===== config.mk =====
export PLATFORM = sky130hd
export DESIGN_NAME = brake_light_sequencer_core
export DESIGN_NICKNAME = d
export VERILOG_FILES = /design/src/rtl/core/blsc_pkg.sv /design/src/rtl/core/blsc_cfg.sv /design/src/rtl/core/blsc_step.sv /design/src/rtl/core/brake_light_sequencer_core.sv
export VERILOG_INCLUDE_DIRS = /design/src /design/src/rtl/core
export SDC_FILE = /design/constraint.sdc
export NUM_CORES = 1
export LEC_CHECK = 0
export ABC_AREA = 1
export BUFFER_PORTS_ARGS = -buffer_cell sky130_fd_sc_hd__buf_2
export CAP_MARGIN = 5
export CORE_MARGIN = 2
export CORE_UTILIZATION = 36
export CTS_CLUSTER_DIAMETER = 30
export DETAILED_ROUTE_END_ITERATION = 10
export SYNTH_ARGS = -nofsm -noshare
export SYNTH_HDL_FRONTEND = slang
export SYNTH_HIERARCHICAL = 1
export SYNTH_SLANG_ARGS = --single-unit

===== constraint.sdc =====
create_clock -name clk -period 4.2 [get_ports clk]
set_input_delay 0.42 -clock clk [delete_from_list [all_inputs] [get_ports clk]]
set_output_delay 0.42 -clock clk [all_outputs]
set_load 0.02 [all_outputs]

===== src/rtl/core/assert_macros.svh =====
// Assertion helpers for the core RTL.
`ifndef ASSERT_MACROS_SVH
`define ASSERT_MACROS_SVH

// Checked only outside reset.
`define BLSC_ASSERT(lbl, clk, rst, prop, msg) \
  lbl: assert property (@(posedge clk) disable iff (rst) prop) else $error(msg);

// Checked on every edge, reset included.
`define BLSC_ASSERT_ALWAYS(lbl, clk, prop, msg) \
  lbl: assert property (@(posedge clk) prop) else $error(msg);

`endif


===== src/rtl/core/blsc_pkg.sv =====
package blsc_pkg;

  typedef struct packed {
    logic bus_idle;
    logic motor_running;
    logic brake_request;
    logic lights_request;
  } blsc_in_t;

  typedef struct packed {
    logic [7:0] left_duty;
    logic [7:0] right_duty;
    logic       brake_active;
  } blsc_out_t;

  typedef struct packed {
    logic [15:0] failsafe_period;
    logic [15:0] reminder_interval;
    logic [15:0] reminder_period;
    logic [6:0]  attention_cycles;
    logic [15:0] attention_period;
    logic [15:0] attention_delay;
    logic [7:0]  intensity_low;
    logic [7:0]  intensity_high;
  } blsc_cfg_t;

  localparam int CFG_DATA_W  = 16;
  localparam int CFG_INDEX_W = 3;

  localparam logic [CFG_INDEX_W-1:0] REG_FAILSAFE_PERIOD   = 3'd0;
  localparam logic [CFG_INDEX_W-1:0] REG_REMINDER_INTERVAL = 3'd1;
  localparam logic [CFG_INDEX_W-1:0] REG_REMINDER_PERIOD   = 3'd2;
  localparam logic [CFG_INDEX_W-1:0] REG_ATTENTION_CYCLES  = 3'd3;
  localparam logic [CFG_INDEX_W-1:0] REG_ATTENTION_PERIOD  = 3'd4;
  localparam logic [CFG_INDEX_W-1:0] REG_ATTENTION_DELAY   = 3'd5;
  localparam logic [CFG_INDEX_W-1:0] REG_INTENSITY_LOW     = 3'd6;
  localparam logic [CFG_INDEX_W-1:0] REG_INTENSITY_HIGH    = 3'd7;

  localparam blsc_cfg_t CFG_RESET = '{
    failsafe_period:   16'd500,
    reminder_interval: 16'd10000,
    reminder_period:   16'd250,
    attention_cycles:  7'd3,
    attention_period:  16'd100,
    attention_delay:   16'd5000,
    intensity_low:     8'd64,
    intensity_high:    8'd255
  };

endpackage


===== src/rtl/core/blsc_cfg.sv =====
module blsc_cfg
  import blsc_pkg::*;
(
  input  logic                   clk,
  input  logic                   rst,
  input  logic                   cfg_we,
  input  logic [CFG_INDEX_W-1:0] cfg_index,
  input  logic [CFG_DATA_W-1:0]  cfg_data,
  output blsc_cfg_t              cfg
);

  always_ff @(posedge clk) begin
    if (rst) begin
      cfg <= CFG_RESET;
    end else if (cfg_we) begin
      unique case (cfg_index)
        REG_FAILSAFE_PERIOD:   cfg.failsafe_period   <= cfg_data;
        REG_REMINDER_INTERVAL: cfg.reminder_interval <= cfg_data;
        REG_REMINDER_PERIOD:   cfg.reminder_period   <= cfg_data;
        REG_ATTENTION_CYCLES:  cfg.attention_cycles  <= cfg_data[6:0];
        REG_ATTENTION_PERIOD:  cfg.attention_period  <= cfg_data;
        REG_ATTENTION_DELAY:   cfg.attention_delay   <= cfg_data;
        REG_INTENSITY_LOW:     cfg.intensity_low     <= cfg_data[7:0];
        REG_INTENSITY_HIGH:    cfg.intensity_high    <= cfg_data[7:0];
        default: ;
      endcase
    end
  end

endmodule


===== src/rtl/core/blsc_step.sv =====
module blsc_step
  import blsc_pkg::*;
#(
  parameter int TIMER_WIDTH = 16,
  parameter int DUTY_FULL   = 255
) (
  input  logic      clk,
  input  logic      rst,
  input  logic      advance,
  input  blsc_in_t  word,
  input  blsc_cfg_t cfg,
  output blsc_out_t result
);

  typedef enum logic [2:0] {
    PH_START, PH_FS_CHECK, PH_FS_DELAY, PH_WAIT, PH_ATT_CHECK, PH_ATT_DELAY, PH_ON_WAIT
  } phase_t;

  localparam int TW = TIMER_WIDTH;
  localparam int LW = (TIMER_WIDTH > 16) ? TIMER_WIDTH : 16;
  localparam logic [7:0] FULL_LEVEL = 8'((DUTY_FULL > 255) ? 255 : DUTY_FULL);

  function automatic logic [TW-1:0] timer_load(input logic [15:0] v);
    logic [LW-1:0] ext;
    logic [LW-1:0] lim;
    ext = LW'(v);
    lim = LW'((64'd1 << TIMER_WIDTH) - 64'd1);
    timer_load = (ext > lim) ? TW'(lim) : TW'(ext);
  endfunction

  function automatic logic [TW-1:0] delay_load(input logic [15:0] v);
    delay_load = timer_load((v == 16'd0) ? 16'd1 : v);
  endfunction

  phase_t        phase, phase_next;
  logic [TW-1:0] flash_countdown, flash_countdown_next;
  logic [TW-1:0] idle_countdown, idle_countdown_next;
  logic          alternate_flag, alternate_flag_next;
  logic [7:0]    flash_step, flash_step_next;
  logic [7:0]    chosen_intensity, chosen_intensity_next;
  logic          brake_flag, brake_flag_next;
  logic [7:0]    left_level, left_level_next;
  logic [7:0]    right_level, right_level_next;
  logic          done;

  // The phases are visited in the only order one tick can chain them, so a
  // single pass through this block covers every path of the sequence.
  always_comb begin
    phase_next            = phase;
    alternate_flag_next   = alternate_flag;
    flash_step_next       = flash_step;
    chosen_intensity_next = chosen_intensity;
    brake_flag_next       = brake_flag;
    left_level_next       = left_level;
    right_level_next      = right_level;
    done                  = 1'b0;
    flash_countdown_next  = (flash_countdown != '0) ? flash_countdown - 1'b1 : flash_countdown;
    idle_countdown_next   = (idle_countdown != '0) ? idle_countdown - 1'b1 : idle_countdown;

    if (phase_next == PH_START) begin
      brake_flag_next = 1'b0;
      phase_next      = PH_FS_CHECK;
    end

    if (phase_next == PH_FS_DELAY) begin
      if (flash_countdown_next == '0) begin
        phase_next = PH_FS_CHECK;
      end else begin
        done = 1'b1;
      end
    end

    if (!done && phase_next == PH_ATT_DELAY) begin
      if (flash_countdown_next == '0) begin
        flash_step_next = flash_step_next + 8'd1;
        phase_next      = PH_ATT_CHECK;
      end else begin
        done = 1'b1;
      end
    end

    if (!done && phase_next == PH_FS_CHECK) begin
      if (word.bus_idle) begin
        left_level_next      = alternate_flag_next ? FULL_LEVEL : 8'd0;
        right_level_next     = alternate_flag_next ? 8'd0 : FULL_LEVEL;
        alternate_flag_next  = !alternate_flag_next;
        flash_countdown_next = delay_load(cfg.failsafe_period);
        phase_next           = PH_FS_DELAY;
        done                 = 1'b1;
      end else begin
        left_level_next      = 8'd0;
        right_level_next     = 8'd0;
        flash_countdown_next = timer_load(cfg.reminder_interval);
        flash_step_next      = 8'd0;
        phase_next           = PH_WAIT;
      end
    end

    if (!done && phase_next == PH_WAIT) begin
      if (!word.brake_request) begin
        if (word.motor_running) begin
          flash_countdown_next = timer_load(cfg.reminder_interval);
          flash_step_next      = 8'd0;
        end else if (flash_countdown_next == '0) begin
          priority if (flash_step_next == 8'd0) begin
            left_level_next      = FULL_LEVEL;
            right_level_next     = 8'd0;
            flash_step_next      = 8'd1;
            flash_countdown_next = timer_load(cfg.reminder_period);
          end else if (flash_step_next == 8'd1) begin
            left_level_next      = 8'd0;
            right_level_next     = FULL_LEVEL;
            flash_step_next      = 8'd2;
            flash_countdown_next = timer_load(cfg.reminder_period);
          end else begin
            left_level_next      = 8'd0;
            right_level_next     = 8'd0;
            flash_step_next      = 8'd0;
            flash_countdown_next = timer_load(cfg.reminder_interval);
          end
        end
        done = 1'b1;
      end else begin
        chosen_intensity_next = word.lights_request ? cfg.intensity_low : cfg.intensity_high;
        if (idle_countdown_next == '0) begin
          alternate_flag_next = 1'b0;
          flash_step_next     = 8'd0;
          phase_next          = PH_ATT_CHECK;
        end else begin
          left_level_next  = chosen_intensity_next;
          right_level_next = chosen_intensity_next;
          brake_flag_next  = 1'b1;
          phase_next       = PH_ON_WAIT;
        end
      end
    end

    if (!done && phase_next == PH_ATT_CHECK) begin
      if (flash_step_next < {1'b0, cfg.attention_cycles} << 1) begin
        left_level_next      = alternate_flag_next ? chosen_intensity_next : 8'd0;
        right_level_next     = alternate_flag_next ? 8'd0 : chosen_intensity_next;
        alternate_flag_next  = !alternate_flag_next;
        flash_countdown_next = delay_load(cfg.attention_period);
        phase_next           = PH_ATT_DELAY;
        done                 = 1'b1;
      end else begin
        left_level_next  = chosen_intensity_next;
        right_level_next = chosen_intensity_next;
        brake_flag_next  = 1'b1;
        phase_next       = PH_ON_WAIT;
      end
    end

    if (!done && phase_next == PH_ON_WAIT) begin
      if (!word.brake_request) begin
        idle_countdown_next = timer_load(cfg.attention_delay);
        phase_next          = PH_START;
      end
    end
  end

  always_ff @(posedge clk) begin
    if (rst) begin
      phase            <= PH_START;
      flash_countdown  <= '0;
      idle_countdown   <= '0;
      alternate_flag   <= 1'b0;
      flash_step       <= 8'd0;
      chosen_intensity <= 8'd0;
      brake_flag       <= 1'b0;
      left_level       <= 8'd0;
      right_level      <= 8'd0;
    end else if (advance) begin
      phase            <= phase_next;
      flash_countdown  <= flash_countdown_next;
      idle_countdown   <= idle_countdown_next;
      alternate_flag   <= alternate_flag_next;
      flash_step       <= flash_step_next;
      chosen_intensity <= chosen_intensity_next;
      brake_flag       <= brake_flag_next;
      left_level       <= left_level_next;
      right_level      <= right_level_next;
    end
  end

  assign result.left_duty    = left_level_next;
  assign result.right_duty   = right_level_next;
  assign result.brake_active = brake_flag_next;

endmodule


===== src/rtl/core/brake_light_sequencer_core.sv =====
// A word is taken into the input register and passed through the tick logic
// into the output register. Throughput: one word per cycle while the output
// does not stall; a stall on the output holds both registers.
// Reset (synchronous, active high) empties both registers, restarts the sequence
// with the timers expired and loads the default configuration.
module brake_light_sequencer_core
  import blsc_pkg::*;
#(
  parameter int TIMER_WIDTH = 16,
  parameter int DUTY_FULL   = 255
) (
  input  logic                   clk,
  input  logic                   rst,
  input  logic                   in_valid,
  output logic                   in_stall,
  input  blsc_in_t               in_data,
  output logic                   out_valid,
  input  logic                   out_stall,
  output blsc_out_t              out_data,
  input  logic                   cfg_we,
  input  logic [CFG_INDEX_W-1:0] cfg_index,
  input  logic [CFG_DATA_W-1:0]  cfg_data
);

  `include "assert_macros.svh"

  blsc_cfg_t cfg;
  blsc_in_t  s1_data;
  logic      s1_valid;
  logic      s1_advance;
  blsc_out_t step_result;

  assign s1_advance = s1_valid && (!out_valid || !out_stall);
  assign in_stall   = s1_valid && !s1_advance;

  blsc_cfg u_cfg (
    .clk       (clk),
    .rst       (rst),
    .cfg_we    (cfg_we),
    .cfg_index (cfg_index),
    .cfg_data  (cfg_data),
    .cfg       (cfg)
  );

  blsc_step #(
    .TIMER_WIDTH (TIMER_WIDTH),
    .DUTY_FULL   (DUTY_FULL)
  ) u_step (
    .clk     (clk),
    .rst     (rst),
    .advance (s1_advance),
    .word    (s1_data),
    .cfg     (cfg),
    .result  (step_result)
  );

  always_ff @(posedge clk) begin
    if (rst) begin
      s1_valid  <= 1'b0;
      out_valid <= 1'b0;
    end else begin
      if (in_valid && !in_stall) begin
        s1_valid <= 1'b1;
      end else if (s1_advance) begin
        s1_valid <= 1'b0;
      end
      if (s1_advance) begin
        out_valid <= 1'b1;
      end else if (!out_stall) begin
        out_valid <= 1'b0;
      end
    end
  end

  always_ff @(posedge clk) begin
    if (in_valid && !in_stall) begin
      s1_data <= in_data;
    end
    if (s1_advance) begin
      out_data <= step_result;
    end
  end

  `BLSC_ASSERT(a_full_pipe_stalls, clk, rst, (s1_valid && out_valid && out_stall) |-> in_stall, "input taken while both stages are held")
  `BLSC_ASSERT(a_out_from_stage, clk, rst, $rose(out_valid) |-> $past(s1_valid), "result appeared without a word in the input stage")
  `BLSC_ASSERT(a_steady_equal, clk, rst, (out_valid && out_data.brake_active) |-> (out_data.left_duty == out_data.right_duty), "steady brake light with unequal lamps")
  `BLSC_ASSERT_ALWAYS(a_reset_empties, clk, rst |=> (!out_valid && !s1_valid), "pipeline not empty after reset")

endmodule

==> flow_summary.toml <==
[detailed_routing]
remaining_drc_errors = 0
drt_wl_total_mm = 37.0
wl_per_cell_um = 16.0
drt_first_pass_iters = 7
antenna_left = 0
initialDrtViolationCount = 1133
via_per_inst = 5.16
vias = 11937

[clock_tree]
cts.sinks = 195
cts_max_path_buffers = 2
cts_root_buffer = "clkbuf_16"
h-tree-depth = 4
cts_inserted_buffers = 17
cts_hold_buf = 0
clkLatencyLatePin_ns = 0.44
cts_tree = "yes"
clkTransAtPathRegs_ns = 0.08

[timing]
relSlewSlack_pct = 38.6
hold_viol_final = 0
setup_violations = 36
whs_ns = 0.157
rsz0062_at_grt = "true"
period_share_pct = 102
slew_viol_final = 0
tightestPinTransition_ns = 0.918
final.min_clock_period_ns = 4.28
fin_ws_ns = -0.0790
timing.fmax_ghz = 0.234
finClkSkew_ns = 0.0125

[logic_synthesis]
synth.cell_area_sq_mm = 0.0118
async_flop_share_pct = 0
ys_types = 56
synth_seq_area_share_pct = 35.0
synth_warnings = 6
syn_inst = 1748
synth.net_count = 1787
synth_seq_cells = 195
synth_edf_count = 21
postSynthAreaPerCell_sq_um = 6.73
synth_ff_type = "dfxtp_1"

[floorplan]
die_y_um = 185
num_rows = 66
die_w_um = 185
die_area_sq_mm = 0.0341
fp.coreArea_sq_mm = 0.0324
ioPinCount = 47
start_util_pct = 36.4

[min_path]
hp-start = "in_data[2]"
holdCritPathClass = "in2reg"
min_delay_worst_endpoint = "s1_data[2]"
worstHoldPathCells = 1

[power_and_ir_drop]
clkPwrFrac_pct = 22.8
p_leak_uw = 0.00639
seqPwrFrac_pct = 28.8
ir_drop_mv = 0.452
powerDensity_mw_per_mm2 = 531
total_power_uw = 7480
intPower_uw = 4510
swShare_pct = 39.7
p_sw_uw = 2970
p_comb_share_pct = 48.5

[worst_setup_path]
r2r-end = "u_step/idle_countdown[8]"
crit_family = "simple AND/OR/NAND/NOR gates"
crit_buf_inv = 6
end_kind = "flip-flop"
critical_path_arrival_ns = 4.59
criticalPathCategory = "reg2reg"
cp_slowest_cell = "dfxtp_2"
path_max_fanout = 8
reg2reg_depth = 31
start_kind = "flip-flop"
rrSetupSlack_ns = -0.08
crit_required_ns = 4.52
max_stage_delay_ns = 0.32
r2r-start = "u_step/flash_countdown[0]"

[global_route]
grt-ovfl-total = 0
grt_pass1_vias = 10947
met1_usage_pct = 30.7
grt_start_max_net_pins = 77
grt-busiest-layer = "met2"
use_met2_pct = 33.8
groute.usage.overall_pct = 21.6
grt_pass1_wl_mm = 58.5
grtUsageMet3_pct = 2.44
antenna_found_initial = 0

[layout]
nFillCells = 3445
area_delta_synth_final_pct = 19.8
layout-drive-gt1-share_pct = 21.2
nNetsFinal = 1897
final_cell_count_no_fill = 2313
antennaDiodeCount = 0

[place]
port_buffers = 46
dp.cells = 2260
place_hpwl_mm = 26.6
gp_congestion = 0.922

[outcome]
status = "finished, violations left"
violations = "setup timing"

[job]
maxCapViolations = 0
-- worst max-delay path by stage --
stage | endpoint | slack [ns] | from | depth (start not counted)
finish | u_step/idle_countdown[8] | -0.08 | u_step/flash_countdown[0] | 31
global route | u_step/idle_countdown[14] | -0.31 | u_step/flash_countdown[5] | 32
CTS | u_step/right_level[6] | -0.05 | u_step/flash_countdown[0] | 31
detailed placement | u_step/flash_countdown[0] | -0.15 | u_step/flash_countdown[0] | 29
global placement | u_step/flash_countdown[1] | -0.05 | u_step/flash_countdown[0] | 30
floorplan | u_step/idle_countdown[4] | 0.09 | u_step/flash_countdown[0] | 29
-- power groups by stage --
stage | sequential (uW) | clock (uW) | combinational (uW)
floorplan | 2210 | 0 | 2220
global placement | 2190 | 0 | 3420
detailed placement | 2190 | 0 | 3420
CTS | 2150 | 1730 | 3520
global route | 2170 | 1820 | 4050
finish | 2150 | 1700 | 3630
-- kinds of logic after synthesis --
family	after synthesis	synth area share [%]
muxes	8	0.681
AOI/OAI and AO/OA	288	13.9
and+or+nand+nor	953	37.7
xor gates and xnor gates	15	1.12
buffers and inverters	278	10.5
DFF	195	35.0
adders and majority gates	11	1.17
-- state kept, by name (all words and copies together) (netlist names) --
name / count
u_step/flash_countdown: 16
u_step/right_level: 8
u_step/idle_countdown: 16
out_valid: 1
u_step/chosen_intensity: 8
u_step/left_level: 8
u_step/alternate_flag: 1
s1_valid: 1
u_cfg/cfg: 103
u_step/flash_step: 8
out_data: 17
u_step/phase: 3
s1_data: 4
u_step/brake_flag: 1
-- cell type report --
| cell class | instances | area (sq um) | share of cell area, % |
|---|---|---|---|
| clock buffer | 21 | 503 | 3.57 |
| clock inverter | 11 | 115 | 0.816 |
| inverter | 192 | 726 | 5.15 |
| multi-input combinational | 1279 | 6790 | 48.1 |
| sequential | 195 | 4120 | 29.2 |
| tap | 442 | 553 | 3.92 |
| timing repair buffer | 173 | 1300 | 9.24 |
-- metrics by stage --
stage | util (%) | setup WS (ns) | area (sq um) | setup TNS (ns)
after CTS | 42.7 | -0.0513 | 13800 | -1.54
after detailed placement | 39.9 | -0.147 | 12900 | -6.47
after global routing | 43.6 | -0.310 | 14100 | -16.91
final | 43.6 | -0.0790 | 14100 | -1.20
after global placement | 39.9 | -0.0468 | 12900 | -0.255
after floorplan | - | 0.0853 | 11800 | 0
-- what timing repair did --
| item | 4_1_cts | 5_1_grt |
|---|---|---|
| pin swaps | 3 | 17 |
| setup endpoints to repair | 70 | 70 |
| endpoints found under the hold margin | 0 | 0 |
| buffers inserted | 8 | 6 |
| resized for setup | 40 | 49 |
| gates cloned | 2 | 5 |
-- synthesized netlist by cell type, types with 2 or more instances --
| master | number | share of area (%) |
|---|---|---|
| nand2_1 | 407 | 13 |
| nor2_1 | 230 | 7.3 |
| inv_1 | 185 | 5.9 |
| dfxtp_1 | 174 | 30 |
| nand3_1 | 161 | 6.8 |
| a21oi_1 | 85 | 3.6 |
| o21ai_0 | 85 | 3.6 |
| o21ai_1 | 52 | 2.2 |
| nand4_1 | 29 | 1.5 |
| buf_2 | 26 | 1.1 |
| nand3_2 | 26 | 2.2 |
| nand2_2 | 24 | 1.3 |
| clkbuf_1 | 23 | 0.73 |
| edfxtp_1 | 21 | 5.4 |
| nor2_2 | 19 | 1.0 |
| a22oi_1 | 18 | 1.1 |
| nand3b_1 | 15 | 0.96 |
| o211ai_1 | 14 | 0.89 |
| buf_4 | 13 | 0.83 |
| ha_1 | 11 | 1.2 |
| o21ai_2 | 11 | 0.82 |
| xor2_1 | 11 | 0.82 |
| nor2_4 | 10 | 0.96 |
| buf_1 | 9 | 0.29 |
| buf_6 | 9 | 0.86 |
| nor4_1 | 9 | 0.48 |
| a21oi_2 | 8 | 0.60 |
| mux2i_1 | 8 | 0.68 |
| a211oi_1 | 7 | 0.45 |
| nor3_1 | 7 | 0.30 |
| inv_2 | 5 | 0.16 |
| nand2_4 | 5 | 0.48 |
| xnor2_1 | 4 | 0.30 |
| nand3_4 | 3 | 0.45 |
| dlygate4sd1_1 | 2 | 0.15 |
| dlygate4sd3_1 | 2 | 0.17 |
-- worst register-to-register path, delay by kind of cell (launching register included) --
family / cells / cell delay, ns
flip-flops: 1 / 0.32
AO/OA/AOI/OAI: 5 / 0.78
adder cells (fa/ha/maj): 2 / 0.37
buffers and inverters: 6 / 0.90
AND/OR/NAND/NOR: 18 / 1.81
-- routing by layer --
metal	routed length [um]	share of wire [%]
met1	17600	48
met2	16700	45
met3	1780	4.8
met4	868	2.3
met5	0	0
-- placed cells by master, fill, tap and decap left out, types with 11 or more instances in the layout --
master,count
a21oi_2,14
o21ai_1,46
nand3_2,31
nand2_2,38
o211ai_1,14
clkbuf_16,20
nand3b_1,15
nor2_4,20
a21oi_1,78
o21ai_0,84
o21ai_2,18
xor2_1,11
nor2_1,211
buf_4,117
buf_2,46
edfxtp_1,21
nand4_1,29
nor2_2,28
a22oi_1,18
nand2_1,390
inv_1,181
nand3_1,156
dfxtp_1,172
No activity file was read; power rests on OpenSTA's default activity.
